**config.mk**
```make
export PLATFORM = sky130hd
export DESIGN_NAME = upca_report_flat
export DESIGN_NICKNAME = d
export VERILOG_FILES = /design/src/rtl/upca_pkg.sv /design/src/rtl/upca_chan_if.sv /design/src/rtl/upca_report.sv /design/src/flat_wrapper.sv
export SDC_FILE = /design/constraint.sdc
export NUM_CORES = 1
export LEC_CHECK = 0
export BUFFER_PORTS_ARGS = -buffer_cell sky130_fd_sc_hd__buf_2
export CAP_MARGIN = 20
export CORE_ASPECT_RATIO = 0.5
export CORE_MARGIN = 8
export CORE_UTILIZATION = 42
export DETAILED_ROUTE_END_ITERATION = 7
export PLACE_DENSITY = 0.82
export SYNTH_ARGS = -nofsm -noshare
export SYNTH_HDL_FRONTEND = slang
export SYNTH_SLANG_ARGS = --single-unit
```
**constraint.sdc**
```tcl
create_clock -name clock -period 5.01 [get_ports clock]
set_clock_uncertainty 0.1 [all_clocks]
set_input_delay 0.2505 -clock clock [delete_from_list [all_inputs] [get_ports clock]]
set_output_delay 0.2505 -clock clock [all_outputs]
set_load 0.1 [all_outputs]
```
**src/rtl/upca_pkg.sv**
```systemverilog
// Shared constants, types and register codes for the ungapped profile cell array.
// No dependencies; every other file in rtl/ imports this package.
package upca_pkg;

   localparam int NUM_CELLS        = 256;
   localparam int GROUP_SIZE       = 16;
   localparam int SYMBOLS_PER_WORD = 16;
   localparam int QUEUE_DEPTH      = 4096;

   localparam int SCORE_W     = 8;
   localparam int SYM_W       = 2;
   localparam int WORD_IDX_W  = 4;
   localparam int WORD_DATA_W = 32;
   localparam int PROF_W      = 12;
   localparam int PLEN_W      = 13;
   localparam int SEG_W       = 16;
   localparam int MASK_W      = 16;
   localparam int HITS_W      = 24;
   localparam int CSR_DATA_W  = 16;
   localparam int NUM_WORDS   = 1 << WORD_IDX_W;
   localparam int MAX_PROFILE = 4096;

   localparam int Q_ADDR_W = $clog2(QUEUE_DEPTH);
   localparam int Q_CNT_W  = $clog2(QUEUE_DEPTH + 1);

   localparam logic REQ_LOAD = 1'b0;
   localparam logic REQ_STEP = 1'b1;

   typedef enum logic [0:0] {
      CSR_PROFILE_LENGTH = 1'b0,
      CSR_SEGMENT_COUNT  = 1'b1
   } csr_index_type;

   typedef logic [3:0][SCORE_W-1:0] score_set_type;

   typedef struct packed {
      logic step;
      logic first_pos;
   } cell_ctrl_type;

   typedef struct packed {
      logic clear;
      logic push;
      logic pop;
   } queue_ctrl_type;

   typedef struct packed {
      logic [PROF_W-1:0] profile_index;
      logic [SEG_W-1:0]  segment_index;
      logic              is_final;
      logic              run_start;
   } step_meta_type;

endpackage

```
**src/rtl/upca_chan_if.sv**
```systemverilog


interface upca_rsp_if;
   import upca_pkg::*;

   logic                  valid;
   logic                  ready;
   logic [PROF_W-1:0]     profile_index;
   logic [SEG_W-1:0]      segment_index;
   logic [MASK_W-1:0]     group_mask;
   logic                  is_final;
   logic [HITS_W-1:0]     hit_count;

   modport source (output valid, profile_index, segment_index, group_mask,
                   is_final, hit_count, input ready);
   modport sink   (input valid, profile_index, segment_index, group_mask,
                   is_final, hit_count, output ready);
endinterface

```
**src/rtl/upca_report.sv**
```systemverilog
// Merge stage: folds cell hits into group masks, counts steps with a hit, drives responses.
// Depends on upca_pkg and upca_rsp_if.
module upca_report (
   input  logic                           clock,
   input  logic                           reset,
   input  logic                           step_valid,
   input  logic [upca_pkg::NUM_CELLS-1:0] hits,
   input  upca_pkg::step_meta_type        meta,
   output logic                           free,
   upca_rsp_if.source                     rsp_chan
);
   import upca_pkg::*;

   logic [MASK_W-1:0] mask_in;
   logic              s1_valid_ff;
   logic [MASK_W-1:0] s1_mask_ff;
   step_meta_type     s1_meta_ff;
   logic [HITS_W-1:0] hits_ff, hits_in;
   logic              emit, s1_move;

   logic              rsp_valid_ff;
   logic [PROF_W-1:0] rsp_prof_ff;
   logic [SEG_W-1:0]  rsp_seg_ff;
   logic [MASK_W-1:0] rsp_mask_ff;
   logic              rsp_final_ff;
   logic [HITS_W-1:0] rsp_hits_ff;

   always_comb begin
      mask_in = '0;
      for (int i = 0; i < NUM_CELLS; i++) begin
         if (i / GROUP_SIZE < MASK_W) begin
            mask_in[$clog2(MASK_W)'(i / GROUP_SIZE)] |= hits[i];
         end
      end
   end

   always_comb begin
      emit    = (s1_mask_ff != '0) || s1_meta_ff.is_final;
      s1_move = s1_valid_ff && (!emit || !rsp_valid_ff || rsp_chan.ready);
      free    = !s1_valid_ff || s1_move;
      hits_in = s1_meta_ff.run_start ? '0 : hits_ff;
      if (s1_mask_ff != '0 && hits_in != {HITS_W{1'b1}}) begin
         hits_in = hits_in + 1'b1;
      end
   end

   always_ff @(posedge clock) begin
      if (reset) begin
         s1_valid_ff  <= 1'b0;
         hits_ff      <= '0;
         rsp_valid_ff <= 1'b0;
      end else begin
         if (step_valid) begin
            s1_valid_ff <= 1'b1;
         end else if (s1_move) begin
            s1_valid_ff <= 1'b0;
         end
         if (s1_move) begin
            hits_ff <= hits_in;
         end
         if (s1_move && emit) begin
            rsp_valid_ff <= 1'b1;
         end else if (rsp_chan.ready) begin
            rsp_valid_ff <= 1'b0;
         end
      end
   end

   always_ff @(posedge clock) begin
      if (step_valid) begin
         s1_mask_ff <= mask_in;
         s1_meta_ff <= meta;
      end
      if (s1_move && emit) begin
         rsp_prof_ff  <= s1_meta_ff.profile_index;
         rsp_seg_ff   <= s1_meta_ff.segment_index;
         rsp_mask_ff  <= s1_mask_ff;
         rsp_final_ff <= s1_meta_ff.is_final;
         rsp_hits_ff  <= hits_in;
      end
   end

   assign rsp_chan.valid         = rsp_valid_ff;
   assign rsp_chan.profile_index = rsp_prof_ff;
   assign rsp_chan.segment_index = rsp_seg_ff;
   assign rsp_chan.group_mask    = rsp_mask_ff;
   assign rsp_chan.is_final      = rsp_final_ff;
   assign rsp_chan.hit_count     = rsp_hits_ff;

endmodule

```
**src/flat_wrapper.sv**
```systemverilog
// flat-port wrapper written by rule: the top's interface ports become plain ports
module upca_report_flat import upca_pkg::*;
  (clock, reset, step_valid, hits, meta, free, rsp_chan_valid, rsp_chan_profile_index, rsp_chan_segment_index, rsp_chan_group_mask, rsp_chan_is_final, rsp_chan_hit_count, rsp_chan_ready);
  upca_rsp_if rsp_chan_i ();
  input  logic clock;
  input  logic reset;
  input  logic step_valid;
  input  logic [upca_pkg::NUM_CELLS-1:0] hits;
  input  upca_pkg::step_meta_type meta;
  output logic free;
  output wire logic [$bits(rsp_chan_i.valid)-1:0] rsp_chan_valid;
  output wire logic [$bits(rsp_chan_i.profile_index)-1:0] rsp_chan_profile_index;
  output wire logic [$bits(rsp_chan_i.segment_index)-1:0] rsp_chan_segment_index;
  output wire logic [$bits(rsp_chan_i.group_mask)-1:0] rsp_chan_group_mask;
  output wire logic [$bits(rsp_chan_i.is_final)-1:0] rsp_chan_is_final;
  output wire logic [$bits(rsp_chan_i.hit_count)-1:0] rsp_chan_hit_count;
  input wire logic [$bits(rsp_chan_i.ready)-1:0] rsp_chan_ready;
  assign rsp_chan_valid = rsp_chan_i.valid;
  assign rsp_chan_profile_index = rsp_chan_i.profile_index;
  assign rsp_chan_segment_index = rsp_chan_i.segment_index;
  assign rsp_chan_group_mask = rsp_chan_i.group_mask;
  assign rsp_chan_is_final = rsp_chan_i.is_final;
  assign rsp_chan_hit_count = rsp_chan_i.hit_count;
  assign rsp_chan_i.ready = rsp_chan_ready;
  upca_report u_core (.clock(clock), .reset(reset), .step_valid(step_valid), .hits(hits), .meta(meta), .free(free), .rsp_chan(rsp_chan_i));
endmodule
```
==> qor.csv <==
metric,value,unit
status,completed,
met3 wire length,1144,µm
VDD IR max,301.2,µV
Psw,0.8253,mW
GRT Overall Usage,19.59,%
Syn Inst Count,452,
Worst Tran Pin Value,923.7,ps
share of layout cells above drive strength 1,38.14,%
Via-to-Cell Ratio,5.411,
CP bufs+invs,0,
largest family of logic cells by synthesized area,simple AND/OR/NAND/NOR gates,
Crit Path Class,register to register,
Rel. slew slack,38.14,%
met2 wire length,9034,µm
combinational group share of total power,13.2,%
Final Util,60.03,%
Post-CTS Setup Bufs,0,
Post-Synth Adder-Cell Area,0.2265,%
core area,12740,µm²
DP Wirelength,12140,µm
Hold Startpoint,hits[63],
xor and xnor area share after synthesis,2.695,%
Synth Area in Compound Gates,9.219,%
gr ovfl total,0,
MaxCap Viol Count,0,
synth unique cells,61,
Sw Share,30.05,%
row cnt,29,
Max Clk Rate,0.3074,GHz
first-pass GRT wire length,26460,µm
Final setup viols,0,
Worst EP arrival,3420,ps
Layout area overhead,38.39,%
Max Buffers Root-to-Sink,2,
Fill cells,998,
Post-Route M1 WL,6550,µm
worst hold slack,21.15,ps
final WL,17110,µm
total I/O pin count,361,
count of final hold-check violations,0,
crit-path leading delay family,simple AND/OR/NAND/NOR gates,
Die Wd,178.2,µm
Residual DRC,0,
Num Clock Sinks,125,
Leakage Power,3.023,nW
Initial Util,43.37,%
crit-path most repeated cell,a31oi_1,
power per cell area,359.2,nW/µm²
Resized Gates After CTS,0,
number of synthesized register bits,125,
final net count,999,
number of flops mapped to enable cells by yosys,99,
Flop pwr share,43.5,%
initial antenna violation count,0,
unrepaired setup endpoints after global routing,no,
fin crit period,3253,ps
Fin Setup TNS,0,ps
DR vias,4821,
Max Fanout on Critical Path,19,
Critical Path Source,u_core.s1_meta_ff[0],
H-tree Lvls,4,
"Power, Total",2.746,mW
Final Cycle Share,64.93,%
n_diodes,0,
IO buf count,224,
"Cell Area, Synth",5524,µm²
Clock Latency Late Sink,420,ps
die area,17300,µm²
uppermost layer routed,met4,
Die Y,97.10,µm
Post-Synth Simple-Gate Area,20.77,%
synthesized area per cell,12.22,µm²
critical path launch point type,register,
RD Place Congestion,0.8960,
Critical-path top delay cell,edfxtp_1,
largest net degree at the start of global routing,50,
Worst Path Required,5180,ps
"Seq/Total Area, Yosys",63.24,%
antenna-violating nets left,0,
Slew Limit Fails,0,
RR Startpoint,u_core.s1_meta_ff[0],
clock power share,43.2,%
Hold/Removal Path Class,input port to register,
Root Driver,clkbuf_16,
CTS tree,yes,
Synth Flop Type,edfxtp_1,
CP Capture Type,register,
clk slew on worst S/H paths,70,ps
Pre-antenna DRT Iters,5,
YS warnings,0,
"FFs w/ async S/R, synth",0,%
1st-iter DRT viols,477,
cell chain of the critical path,nor2b_1 -> ha_1 -> nand2b_1 -> nor4_1 -> a31oi_1 -> a32oi_1 -> a31oi_1,
vias in the first global route,4993,
Num CTS Buffers,17,
hold_buf cts,30,
mux cell area share after synthesis,0.5436,%
routed length per instance,19.20,µm
Cell Int Power,1.921,mW
max incr delay on CP,640,ps
[cell families after synthesis]
logic type	count (synthesis)
other	1
muxes	3
xor gates and xnor gates	17
adders and majority gates	1
and+or+nand+nor	202
DFF	125
AOI/OAI and AO/OA	67
buffers and inverters	36
[per-layer routing]
layer  track usage, %  vias to the layer above
li1                 -                     2271
met1            21.49                     2293
met2            35.60                      233
met3            5.508                       24
met4            6.886                        0
met5                0                        -
[stage by stage]
step | cells | instance area, µm² | worst slack [ps]
after floorplan | 459 | 5550 | 482.8
after global placement | 829 | 6777 | 2011
after detailed placement | 829 | 6777 | 1950
after CTS | 891 | 7645 | 1930
after global routing | 891 | 7645 | 1612
final | 891 | 7645 | 1757
[synth_stat cells (3+ instances only)]
| cell type | n | area (µm²) |
|---|---|---|
| a2111o_1 | 4 | 45.04 |
| a21oi_1 | 7 | 35.03 |
| a311o_1 | 5 | 50.05 |
| a31oi_1 | 16 | 100.1 |
| and4b_1 | 3 | 30.03 |
| buf_2 | 5 | 25.02 |
| buf_4 | 8 | 60.06 |
| clkbuf_1 | 13 | 48.80 |
| dfxtp_1 | 26 | 520.5 |
| edfxtp_1 | 99 | 2973 |
| inv_1 | 7 | 26.28 |
| mux2i_1 | 3 | 30.03 |
| nand2_1 | 55 | 206.5 |
| nand3_1 | 17 | 85.08 |
| nand4_1 | 16 | 100.1 |
| nor2_1 | 23 | 86.33 |
| nor2b_1 | 16 | 100.1 |
| nor3_1 | 5 | 25.02 |
| nor4_1 | 38 | 237.7 |
| o2111ai_1 | 3 | 26.28 |
| o211ai_1 | 3 | 22.52 |
| o21ai_0 | 9 | 45.04 |
| or3_1 | 3 | 18.77 |
| or4_1 | 6 | 45.04 |
| xnor2_1 | 10 | 87.58 |
| xor2_1 | 7 | 61.31 |
[worst paths after layout]
check / endpoint / cells past startpoint / slack [ps]
max reg2reg: u_core.hits_ff[2] / 7 / 1760
min reg2reg: u_core.rsp_chan.segment_index[7] / 0 / 320
min: u_core.s1_mask_ff[3] / 3 / 20
max: u_core.hits_ff[2] / 7 / 1760
[power by group through the flow]
| stage | registers (mW) | clock network [mW] | logic, mW |
|---|---|---|---|
| finish | 1.19 | 1.19 | 0.364 |
| global route | 1.20 | 1.25 | 0.377 |
| CTS | 1.19 | 1.19 | 0.362 |
| detailed placement | 1.22 | 0 | 0.343 |
| global placement | 1.21 | 0 | 0.338 |
| floorplan | 1.38 | 0 | 0.0739 |
[worst reg2reg max path, stage by stage (launching register included)]
cell and delay, ps:
edfxtp_1 640, nor2b_1 330, ha_1 350, nand2b_1 170, nor4_1 580, a31oi_1 500
a32oi_1 330, a31oi_1 100
[layout make-up]
class	count	area, µm²	area share [%]
clock buffer	17	425.4	5.565
clock inverter	15	142.6	1.866
inverter	9	33.78	0.4419
multi-input combinational	298	1893	24.76
sequential	125	3493	45.70
tap	170	212.7	2.782
timing repair buffer	257	1444	18.89
[registers in the layout (all words and copies together) (netlist names)]
name,count
u_core.rsp_chan.segment_index,16
u_core.s1_valid_ff,1
u_core.s1_meta_ff,30
u_core.rsp_chan.valid,1
u_core.hits_ff,24
u_core.rsp_chan.hit_count,24
u_core.s1_mask_ff,8
u_core.rsp_chan.group_mask,8
u_core.rsp_chan.is_final,1
u_core.rsp_chan.profile_index,12
[cell usage in the layout, fill, tap and decap left out, types with 5 or more instances in the layout]
master and count:
nor3_1 5, xnor2_1 10, nand2_1 55, or4_1 6
xor2_1 7, dlygate4sd3_1 30, nand4_1 16, edfxtp_1 99
inv_1 7, clkbuf_16 17, nor4_1 38, nor2_1 22
buf_2 224, inv_6 7, a311o_1 5, a21oi_1 7
dfxtp_1 26, a31oi_1 16, conb_1 8, nor2b_1 16
o21ai_0 9, nand3_1 17
Power figures use the tool's default switching activity.
