File: src/rtl/upca_pkg.sv
// Shared constants, types and register codes for the ungapped profile cell array.
// No dependencies; every other file in rtl/ imports this package.
package upca_pkg;

   localparam int NUM_CELLS        = 256;
   localparam int GROUP_SIZE       = 16;
   localparam int SYMBOLS_PER_WORD = 16;
   localparam int QUEUE_DEPTH      = 4096;

   localparam int SCORE_W     = 8;
   localparam int SYM_W       = 2;
   localparam int WORD_IDX_W  = 4;
   localparam int WORD_DATA_W = 32;
   localparam int PROF_W      = 12;
   localparam int PLEN_W      = 13;
   localparam int SEG_W       = 16;
   localparam int MASK_W      = 16;
   localparam int HITS_W      = 24;
   localparam int CSR_DATA_W  = 16;
   localparam int NUM_WORDS   = 1 << WORD_IDX_W;
   localparam int MAX_PROFILE = 4096;

   localparam int Q_ADDR_W = $clog2(QUEUE_DEPTH);
   localparam int Q_CNT_W  = $clog2(QUEUE_DEPTH + 1);

   localparam logic REQ_LOAD = 1'b0;
   localparam logic REQ_STEP = 1'b1;

   typedef enum logic [0:0] {
      CSR_PROFILE_LENGTH = 1'b0,
      CSR_SEGMENT_COUNT  = 1'b1
   } csr_index_type;

   typedef logic [3:0][SCORE_W-1:0] score_set_type;

   typedef struct packed {
      logic step;
      logic first_pos;
   } cell_ctrl_type;

   typedef struct packed {
      logic clear;
      logic push;
      logic pop;
   } queue_ctrl_type;

   typedef struct packed {
      logic [PROF_W-1:0] profile_index;
      logic [SEG_W-1:0]  segment_index;
      logic              is_final;
      logic              run_start;
   } step_meta_type;

endpackage

File: src/rtl/upca_cell.sv
// One scoring cell: stored symbol, 8-bit score, hit/underflow reset.
// Depends on upca_pkg.
module upca_cell (
   input  logic                         clock,
   input  logic                         reset,
   input  upca_pkg::cell_ctrl_type      ctrl,
   input  logic [upca_pkg::SCORE_W-1:0] prev_score,
   input  upca_pkg::score_set_type      scores,
   input  logic                         sym_we,
   input  logic [upca_pkg::SYM_W-1:0]   sym_data,
   output logic [upca_pkg::SCORE_W-1:0] score_out,
   output logic                         hit
);
   import upca_pkg::*;

   logic [SYM_W-1:0]   sym_ff;
   logic [SCORE_W-1:0] score_ff;
   logic [SCORE_W-1:0] score_in;
   logic [SCORE_W-1:0] prev;
   logic [SCORE_W-1:0] match;
   logic [SCORE_W:0]   sum;
   logic               carry;
   logic               neg;

   always_comb begin
      prev     = ctrl.first_pos ? '0 : prev_score;
      match    = scores[sym_ff];
      sum      = {1'b0, prev} + {1'b0, match};
      carry    = sum[SCORE_W];
      neg      = match[SCORE_W-1];
      score_in = (carry != neg) ? '0 : sum[SCORE_W-1:0];
      hit      = carry && !neg;
   end

   // symbols have no reset: a cell scores whatever symbol it holds, loaded or not
   always_ff @(posedge clock) begin
      if (sym_we) begin
         sym_ff <= sym_data;
      end
   end

   always_ff @(posedge clock) begin
      if (reset) begin
         score_ff <= '0;
      end else if (ctrl.step) begin
         score_ff <= score_in;
      end
   end

   assign score_out = score_ff;

endmodule

File: config.mk
export PLATFORM = sky130hd
export DESIGN_NAME = upca_cell
export DESIGN_NICKNAME = d
export VERILOG_FILES = /design/src/rtl/upca_pkg.sv /design/src/rtl/upca_cell.sv
export SDC_FILE = /design/constraint.sdc
export NUM_CORES = 1
export LEC_CHECK = 0
export BUFFER_PORTS_ARGS = -buffer_cell sky130_fd_sc_hd__buf_2
export CAP_MARGIN = 25
export CORE_MARGIN = 4
export CORE_UTILIZATION = 47
export CTS_BUF_LIST = sky130_fd_sc_hd__clkbuf_16
export CTS_CLUSTER_DIAMETER = 50
export CTS_CLUSTER_SIZE = 25
export DETAILED_ROUTE_END_ITERATION = 8
export HOLD_SLACK_MARGIN = 0.12
export PLACE_DENSITY_LB_ADDON = 0.1
export SYNTH_ARGS = -nofsm -noshare
export SYNTH_HDL_FRONTEND = slang
export SYNTH_SLANG_ARGS = --single-unit
File: constraint.sdc
create_clock -name clock -period 8.3 [get_ports clock]
set_input_delay 0.83 -clock clock [delete_from_list [all_inputs] [get_ports clock]]
set_output_delay 0.83 -clock clock [all_outputs]
set_load 0.02 [all_outputs]
==> reports/metrics.yaml, run 1 <==
period_share: 0.485
synth_area_leaders: "mux4_2, dfxtp_1, ha_1"
avgSynthCellArea_um2: 9.85
antenna_found_initial: 0
post-synth-top-count-cell: "a21oi_1"
synth-main-ff-cell: "dfxtp_1"
synthCells: 99
p_leak_nw: 0.654
rows: 16
setup_tns_ns: 0
start_util: 0.497
num_vias: 968
drt-initial-drc-count: 15
drt-vias-per-instance: 5.41
drv_cap: 0
yosysWarnings: 0
drt_wl_total_mm: 2.36
r2r-start: "sym_ff[0]$_DFFE_PP_"
r2r_cells: 12
hold_path_end: "score_out[0]$_SDFFE_PP0P_"
gp_congestion: 0.869
rsz0062_at_grt: "false"
dpl.hpwl_mm: 2.04
post_cts_buffers: 0
maxSlewHeadroom: 0.682
fin_worst_skew_ns: 0.000980
fmax_mhz: 248
core_um2: 1960
worst_pin_slew_ns: 0.476
grt_max_degree: 20
final_cells: 179
drive_above_1_share: 0.454
clkTransAtPathRegs_ns: 0.04
clock_latency_ns: 0.24
synthTopCellsByCount: "a21oi_1, ha_1, nor2b_1"
cts_made_buffers: 3
yosysUniqueCellTypes: 30
synth-xor-area-share: 0.00899
route.detailed.drc: 0
post-route-min-period_ns: 4.03
cts_root_buffer: "clkbuf_16"
htreeDepth: 1
setup_viol: 0
synth_mux_area_frac: 0.185
grt_pass1_wl_mm: 3.83
port_buffers: 55
syn_to_final_growth_pct: 37.1
rr_endpoint: "score_out[5]$_SDFFE_PP0P_"
clockBufferDepth: 2
cts_num_sinks: 10
synth.top_cell.area_share: 0.185
cp.required_ns: 7.47
grt_pass1_vias: 922
synthAdderAreaFrac: 0.136
register_area_um2: 220
yosysSeqAreaShare: 0.226
first_pass_iters: 4
die_w_um: 53.5
grt_use_total: 0.183
final_hold_viol_count: 0
status: "completed"
cts_tree: "built"
synth_nets: 156
critPathMaxFanout: 8
reg2reg_slack_ns: 4.46
synth_top_family_by_area: "compound AO/OA/AOI/OAI gates"
routedWlPerCell_um: 13.2
grt_overflow: 0
io-pin-count: 56
synth_edf_count: 2
hp-start: "score_out[0]$_SDFFE_PP0P_"
crit_arrival_ns: 3.20
peakVddDrop_mv: 0.128
async_reset_ff_frac: 0
synth_compound_area_frac: 0.213
holdPathStages: 2
ant_nets: 0
synthSimpleGateAreaFrac: 0.196
synth.largest_area_cell: "mux4_2"
netlist_area_um2: 975
cp-start-kind: "register"
cp-end-kind: "output port"
fin_nets: 210
diodes: 0
fillCellCount: 176
drv_slew: 0
critical_path_class: "register to output port"
power_density_nw_per_um2: 170
hold_class: "register to register"
dieArea_um2: 2870
cts_resized: 0
place_inst: 175
ctsHoldBuffers: 0
synth_seq_cells: 10
die_y_um: 53.5
multi_input_area_um2: 721
worst max-delay path, stage by stage, from the launching register on:
cell	delay (ns)
edfxtp_1	0.63
mux4_2	0.57
ha_1	0.24
fa_1	0.43
a211o_1	0.29
a21o_1	0.17
a21oi_1	0.18
o21ai_1	0.10
ha_1	0.18
buf_2	0.16
cells in the final DEF (no fill, tap or decap), drive strengths merged, types with 3 or more instances in the layout:
cell,netlist,layout
ha,9,9
buf,4,55
nor2b,9,9
a21oi,10,10
clkbuf,2,3
nand2b,8,8
nand2,3,3
a21o,4,4
mux4,8,8
o221ai,3,3
a211o,7,7
dfxtp,8,8
nand3,7,7
sequential cells by signal, indices dropped and copies added, names as in the netlist:
name	count
sym_ff	2
score_out	8
metal layers:
metal,global-route usage,up-vias,part of all wire
met5,0,-,0
met3,0.0526,2,0.050
met2,0.351,24,0.55
li1,-,488,-
met1,0.192,454,0.40
met4,0.0511,0,0.0034
through the flow:
stage               utilization  instance area (µm²)  setup slack, ns  hold WS (ns)  total power, mW
floorplan                     -                  975             4.57         0.543            0.118
global route              0.681                 1340             4.07         0.498            0.240
detailed placement        0.641                 1260             4.28         0.456            0.142
CTS                       0.681                 1340             4.24         0.464            0.229
finish                    0.681                 1340             4.27         0.459            0.227
global placement          0.641                 1260             4.36         0.455            0.140
cell families (layout without fill, tap and decap cells):
logic type,count (synthesis),count (layout)
buf+inv,8,61
compound gates,29,29
flops,10,10
xor+xnor,1,1
fa+ha+maj,10,10
mux,8,8
simple gates,33,33
report_power, final:
group / internal (mW) / total [mW] / switching (mW) / leakage [nW]
Sequential: 0.0552 / 0.0596 / 0.00443 / 0.0849
Clock: 0.0632 / 0.0859 / 0.0227 / 0.0385
Combinational: 0.0412 / 0.0810 / 0.0399 / 0.530
worst max path at each step:
stage,start,to,slack (ns)
after floorplan,scores[24],score_out[5]$_SDFFE_PP0P_,4.57
final,sym_ff[0]$_DFFE_PP_,hit,4.27
after global placement,scores[24],score_out[5]$_SDFFE_PP0P_,4.36
after CTS,sym_ff[0]$_DFFE_PP_,hit,4.24
after global routing,sym_ff[0]$_DFFE_PP_,hit,4.07
after detailed placement,scores[24],score_out[5]$_SDFFE_PP0P_,4.28
layout make-up:
| cell class | instances | share of cell area |
|---|---|---|
| clock buffers | 3 | 0.0562 |
| clock inverters | 1 | 0.00281 |
| inverters | 2 | 0.00562 |
| multi-input cells | 81 | 0.539 |
| flip-flops and latches | 10 | 0.165 |
| well taps | 27 | 0.0253 |
| repair buffers | 55 | 0.206 |
(Power assumes the default switching activity.)
==> run 2: changes to the inputs <==
--- a/config.mk
+++ b/config.mk
@@ -8,7 +8,7 @@
 export BUFFER_PORTS_ARGS = -buffer_cell sky130_fd_sc_hd__buf_2
 export CAP_MARGIN = 25
 export CORE_MARGIN = 4
-export CORE_UTILIZATION = 47
+export CORE_UTILIZATION = 43
 export CTS_BUF_LIST = sky130_fd_sc_hd__clkbuf_16
 export CTS_CLUSTER_DIAMETER = 50
 export CTS_CLUSTER_SIZE = 25
==> constraint.sdc (replaced) <==
create_clock -name clock -period 4.1 [get_ports clock]
set_input_delay 0.41 -clock clock [delete_from_list [all_inputs] [get_ports clock]]
set_output_delay 0.41 -clock clock [all_outputs]
set_load 0.02 [all_outputs]
==> reports/metrics.yaml, run 2 (synthesis gave the netlist of run 1 again) <==
status: "completed"  # unchanged
post-route-min-period_ns: 3.65
fin_worst_skew_ns: 0.00297  # was 0.000980 ns
clockBufferDepth: 2  # unchanged
r2r-start: "sym_ff[0]$_DFFE_PP_"  # unchanged
rows: 16  # unchanged
cts_root_buffer: "clkbuf_16"  # unchanged
rr_endpoint: "score_out[5]$_SDFFE_PP0P_"  # unchanged
final_hold_viol_count: 0  # unchanged
die_w_um: 55.6  # was 53.5 µm
final_common_cell: "buf_2"  # unchanged
drt-vias-per-instance: 5.52  # was 5.41
drt_wl_total_mm: 2.61  # was 2.36 mm
cts_tree: "built"  # unchanged
power_density_nw_per_um2: 346  # was 170 nW/µm²
antenna_found_initial: 0  # unchanged
port_buffers: 55  # unchanged
post_cts_buffers: 0  # unchanged
setup_tns_ns: 0  # unchanged
setup_viol: 0  # unchanged
cts_resized: 0  # unchanged
drive_above_1_share: 0.458  # was 0.454
hp-start: "sym_data[1]"  # was score_out[0]$_SDFFE_PP0P_
gp_congestion: 0.829  # was 0.869
cp-end-kind: "register"  # was output port
first_pass_iters: 4  # unchanged
grt_pass1_vias: 1109  # was 922
max_stage_delay_ns: 0.54  # was 0.63 ns
largest_reg_flops: 8  # unchanged
crit_chain: "mux4_2 -> ha_1 -> fa_1 -> a211o_1 -> a21o_1 -> a21oi_1 -> o21ai_1 -> ha_1 -> nor2b_1 -> nand3_1 -> a211o_1 -> o221ai_1"  # was mux4_2 -> ha_1 -> fa_1 -> a211o_1 -> a21o_1 -> a21oi_1 -> o21ai_1 -> ha_1 -> buf_2
clock_latency_ns: 0.24  # about the same
route.detailed.drc: 0  # unchanged
layout.cells.most_common_list: "buf_2, a21oi_1, nor2b_1, ha_1"  # unchanged
p_leak_nw: 0.658  # was 0.654 nW
dp_worst_setup_slack_ns: 0.479  # was 4.28 ns
r2r_cells: 12  # unchanged
fin_nets: 211  # was 210
rsz0062_at_grt: "false"  # unchanged
hold_class: "primary input to register"  # was register to register
worst-path-buf-inv: 0  # was 1
grt_pass1_wl_mm: 4.69  # was 3.83 mm
grt_overflow: 0  # unchanged
syn_to_final_growth_pct: 37.9  # was 37.1%
routedWlPerCell_um: 14.5  # was 13.2 µm
diodes: 0  # unchanged
drv_slew: 0  # unchanged
critPathMaxFanout: 8  # unchanged
critPathTopFamily: "compound AO/OA/AOI/OAI gates"  # was adder cells
num_vias: 993  # was 968
grt_max_degree: 20  # unchanged
fin_ws_ns: 0.448  # was 4.27 ns
reg2reg_slack_ns: 0.45  # was 4.46 ns
io-pin-count: 56  # unchanged
dieArea_um2: 3090  # was 2870 µm²
drt-initial-drc-count: 17  # was 15
maxSlewHeadroom: 0.777  # was 0.682
crit_arrival_ns: 3.81  # was 3.20 ns
drv_cap: 0  # unchanged
total_power_mw: 0.465  # was 0.227 mW
whs_ns: 0.357  # was 0.459 ns
ant_nets: 0  # unchanged
grt_use_total: 0.184  # was 0.183
dpl.hpwl_mm: 2.16  # was 2.04 mm
start_util: 0.473  # was 0.497
holdPathStages: 1  # was 2
fin_util: 0.652  # was 0.681
clkTransAtPathRegs_ns: 0.04  # about the same
period_share: 0.891
cp-start-kind: "register"  # unchanged
htreeDepth: 1  # unchanged
ctsHoldBuffers: 0  # unchanged
hold_path_end: "sym_ff[1]$_DFFE_PP_"  # was score_out[0]$_SDFFE_PP0P_
cp.required_ns: 4.25  # was 7.47 ns
cts_num_sinks: 10  # unchanged
cts_made_buffers: 3  # unchanged
core_um2: 2060  # was 1960 µm²
worst_pin_slew_ns: 0.334  # was 0.476 ns
critical_path_class: "register to register"  # was register to output port
fmax_mhz: 274
peakVddDrop_mv: 0.160  # was 0.128 mV
cpMaxStageDelayCell: "mux4_2"  # was edfxtp_1
die_y_um: 55.6  # was 53.5 µm
## run 2: cell types whose count changed in the layout (fill, tap and decap cells not counted)
cell,delta
buf_4,+1
## run 2: worst max path at each step
stage / from / endpoint / depth (start not counted)
3_3_place_gp: scores[24] / score_out[5]$_SDFFE_PP0P_ / 13
6_report: sym_ff[0]$_DFFE_PP_ / score_out[5]$_SDFFE_PP0P_ / 12
3_5_place_dp: sym_ff[0]$_DFFE_PP_ / score_out[5]$_SDFFE_PP0P_ / 12
4_1_cts: sym_ff[0]$_DFFE_PP_ / score_out[5]$_SDFFE_PP0P_ / 12
2_1_floorplan: sym_ff[0]$_DFFE_PP_ / score_out[5]$_SDFFE_PP0P_ / 14
5_1_grt: sym_ff[0]$_DFFE_PP_ / score_out[5]$_SDFFE_PP0P_ / 12
## run 2: final cells by class
class	instances	area [µm²]
Clock buffer	3	75.1
Fill cell	204	718
Sequential cell	10	220
Inverter	2	7.51
Timing Repair Buffer	56	283
Tap cell	27	33.8
Multi-Input combinational cell	81	721
Clock inverter	1	3.75
## run 2: metal layers
metal  up-vias  wire, µm  track usage  share of wire
met1       471      1040        0.194           0.40
met4         0        19       0.0556         0.0073
li1        491         -            -              -
met2        26      1450        0.360           0.55
met3         5       103       0.0348          0.039
met5         -         0            0              0
## run 2: power breakdown
part / internal [mW] / switching, mW / total (mW) / leakage [nW]
logic: 0.0844 / 0.0844 / 0.169 / 0.535
clock network: 0.128 / 0.0495 / 0.178 / 0.0385
registers: 0.112 / 0.00727 / 0.119 / 0.0849
total: 0.324 / 0.141 / 0.465 / 0.658
## run 2: worst reg2reg max path, delay by kind of cell, from the launching register on
family / cells / cell delay (ns)
AOI/OAI and AO/OA: 6 / 1.11
adders and majority gates: 3 / 1.08
and+or+nand+nor: 2 / 0.40
DFF: 1 / 0.45
muxes: 1 / 0.54
## run 2: per-stage QoR
step                      std cells  area, µm²
final                           180       1340
after global routing            180       1340
after CTS                       180       1340
after detailed placement        176       1260
after global placement          176       1260
after floorplan                  99        975
==> run 3: changes to the inputs <==
--- a/config.mk
+++ b/config.mk
@@ -14,6 +14,7 @@
 export CTS_CLUSTER_SIZE = 25
 export DETAILED_ROUTE_END_ITERATION = 8
 export HOLD_SLACK_MARGIN = 0.12
+export MAX_ROUTING_LAYER = met4
 export PLACE_DENSITY_LB_ADDON = 0.1
 export SYNTH_ARGS = -nofsm -noshare
 export SYNTH_HDL_FRONTEND = slang
==> reports/metrics.yaml, run 3 (synthesis gave the netlist of run 1 again) <==
drt-initial-drc-count: 16  # was 17
rsz0062_at_grt: "false"  # unchanged
largest_reg_flops: 8  # unchanged
final_common_cell: "buf_2"  # unchanged
drt_wl_total_mm: 2.61  # about the same
antenna_found_initial: 0  # unchanged
cp.required_ns: 4.25  # about the same
core_um2: 2060  # unchanged
setup_tns_ns: 0  # unchanged
grt_overflow: 0  # unchanged
drive_above_1_share: 0.458  # unchanged
dieArea_um2: 3090  # unchanged
post_cts_buffers: 0  # unchanged
port_buffers: 55  # unchanged
syn_to_final_growth_pct: 37.9  # unchanged
ctsHoldBuffers: 0  # unchanged
clockBufferDepth: 2  # unchanged
rows: 16  # unchanged
clock_latency_ns: 0.24  # about the same
num_vias: 992  # was 993
hold_class: "primary input to register"  # unchanged
peakVddDrop_mv: 0.160  # about the same
period_share: 0.895  # was 0.891
p_leak_nw: 0.658  # unchanged
cts_resized: 0  # unchanged
fin_nets: 211  # unchanged
grt_pass1_vias: 1112  # was 1109
status: "completed"  # unchanged
power_density_nw_per_um2: 346  # about the same
critical_path_class: "register to register"  # unchanged
whs_ns: 0.357  # about the same
critPathMaxFanout: 8  # unchanged
routedWlPerCell_um: 14.5  # about the same
diodes: 0  # unchanged
grt_max_degree: 20  # unchanged
worst_pin_slew_ns: 0.334  # about the same
drt-vias-per-instance: 5.51  # was 5.52
maxSlewHeadroom: 0.777  # about the same
first_pass_iters: 4  # unchanged
grt_use_total: 0.188  # was 0.184
clkTransAtPathRegs_ns: 0.04  # about the same
die_w_um: 55.6  # unchanged
fin_worst_skew_ns: 0.00305  # was 0.00297 ns
grt_pass1_wl_mm: 4.67  # was 4.69 mm
start_util: 0.473  # unchanged
final_cells: 180  # unchanged
post-route-min-period_ns: 3.67  # was 3.65 ns
route.detailed.drc: 0  # unchanged
setup_viol: 0  # unchanged
layout.cells.most_common_list: "buf_2, a21oi_1, nor2b_1, ha_1"  # unchanged
cts_made_buffers: 3  # unchanged
place_inst: 176  # unchanged
io-pin-count: 56  # unchanged
final_hold_viol_count: 0  # unchanged
crit_arrival_ns: 3.82  # was 3.81 ns
gp_congestion: 0.842  # was 0.829
htreeDepth: 1  # unchanged
fmax_mhz: 273  # was 274 MHz
cp-end-kind: "register"  # unchanged
cts_num_sinks: 10  # unchanged
fin_util: 0.652  # unchanged
drv_cap: 0  # unchanged
cts_tree: "built"  # unchanged
dpl.hpwl_mm: 2.16  # unchanged
drv_slew: 0  # unchanged
die_y_um: 55.6  # unchanged
ant_nets: 0  # unchanged
total_power_mw: 0.465  # about the same
cp-start-kind: "register"  # unchanged
cts_root_buffer: "clkbuf_16"  # unchanged
[run 3: cell counts in the layout (fill, tap and decap cells not counted)]
Identical to the previous run, type by type.
[run 3: cell type report]
| type | count | area, µm² |
|---|---|---|
| Clock buffer | 3 | 75.1 |
| Clock inverter | 1 | 3.75 |
| Fill cell | 204 | 718 |
| Inverter | 2 | 7.51 |
| Multi-Input combinational cell | 81 | 721 |
| Sequential cell | 10 | 220 |
| Tap cell | 27 | 33.8 |
| Timing Repair Buffer | 56 | 283 |
[run 3: through the flow]
stage	cell area [µm²]	setup WS, ns
floorplan	975	0.591
global placement	1260	0.566
detailed placement	1260	0.479
CTS	1340	0.454
global route	1340	0.156
finish	1340	0.432
[run 3: path summary, 6_finish.rpt]
path / startpoint / cells after the start / endpoint / slack, ns
setup / recovery: sym_ff[0]$_DFFE_PP_ / 12 / score_out[5]$_SDFFE_PP0P_ / 0.43
hold / removal: sym_data[1] / 1 / sym_ff[1]$_DFFE_PP_ / 0.36
setup reg to reg: sym_ff[0]$_DFFE_PP_ / 12 / score_out[5]$_SDFFE_PP0P_ / 0.43
hold reg to reg: score_out[0]$_SDFFE_PP0P_ / 2 / score_out[0]$_SDFFE_PP0P_ / 0.46
[run 3: where the power goes]
part / internal [mW] / switching, mW / total [mW] / leakage, nW
combinational: 0.0844 / 0.0845 / 0.169 / 0.535
sequential: 0.112 / 0.00728 / 0.119 / 0.0849
clock: 0.128 / 0.0493 / 0.178 / 0.0385
[run 3: metal layers]
| layer | track usage | vias to the layer above | part of all wire |
|---|---|---|---|
| li1 | - | 491 | - |
| met1 | 0.193 | 468 | 0.40 |
| met2 | 0.360 | 28 | 0.55 |
| met3 | 0.0348 | 5 | 0.041 |
| met4 | 0.0556 | 0 | 0.0073 |
| met5 | - | - | 0 |
[run 3: worst max-delay path: stages (launching register included)]
cell	delay, ns
edfxtp_1	0.45
mux4_2	0.54
ha_1	0.24
fa_1	0.43
a211o_1	0.30
a21o_1	0.18
a21oi_1	0.19
o21ai_1	0.10
ha_1	0.41
nor2b_1	0.29
nand3_1	0.11
a211o_1	0.28
o221ai_1	0.06
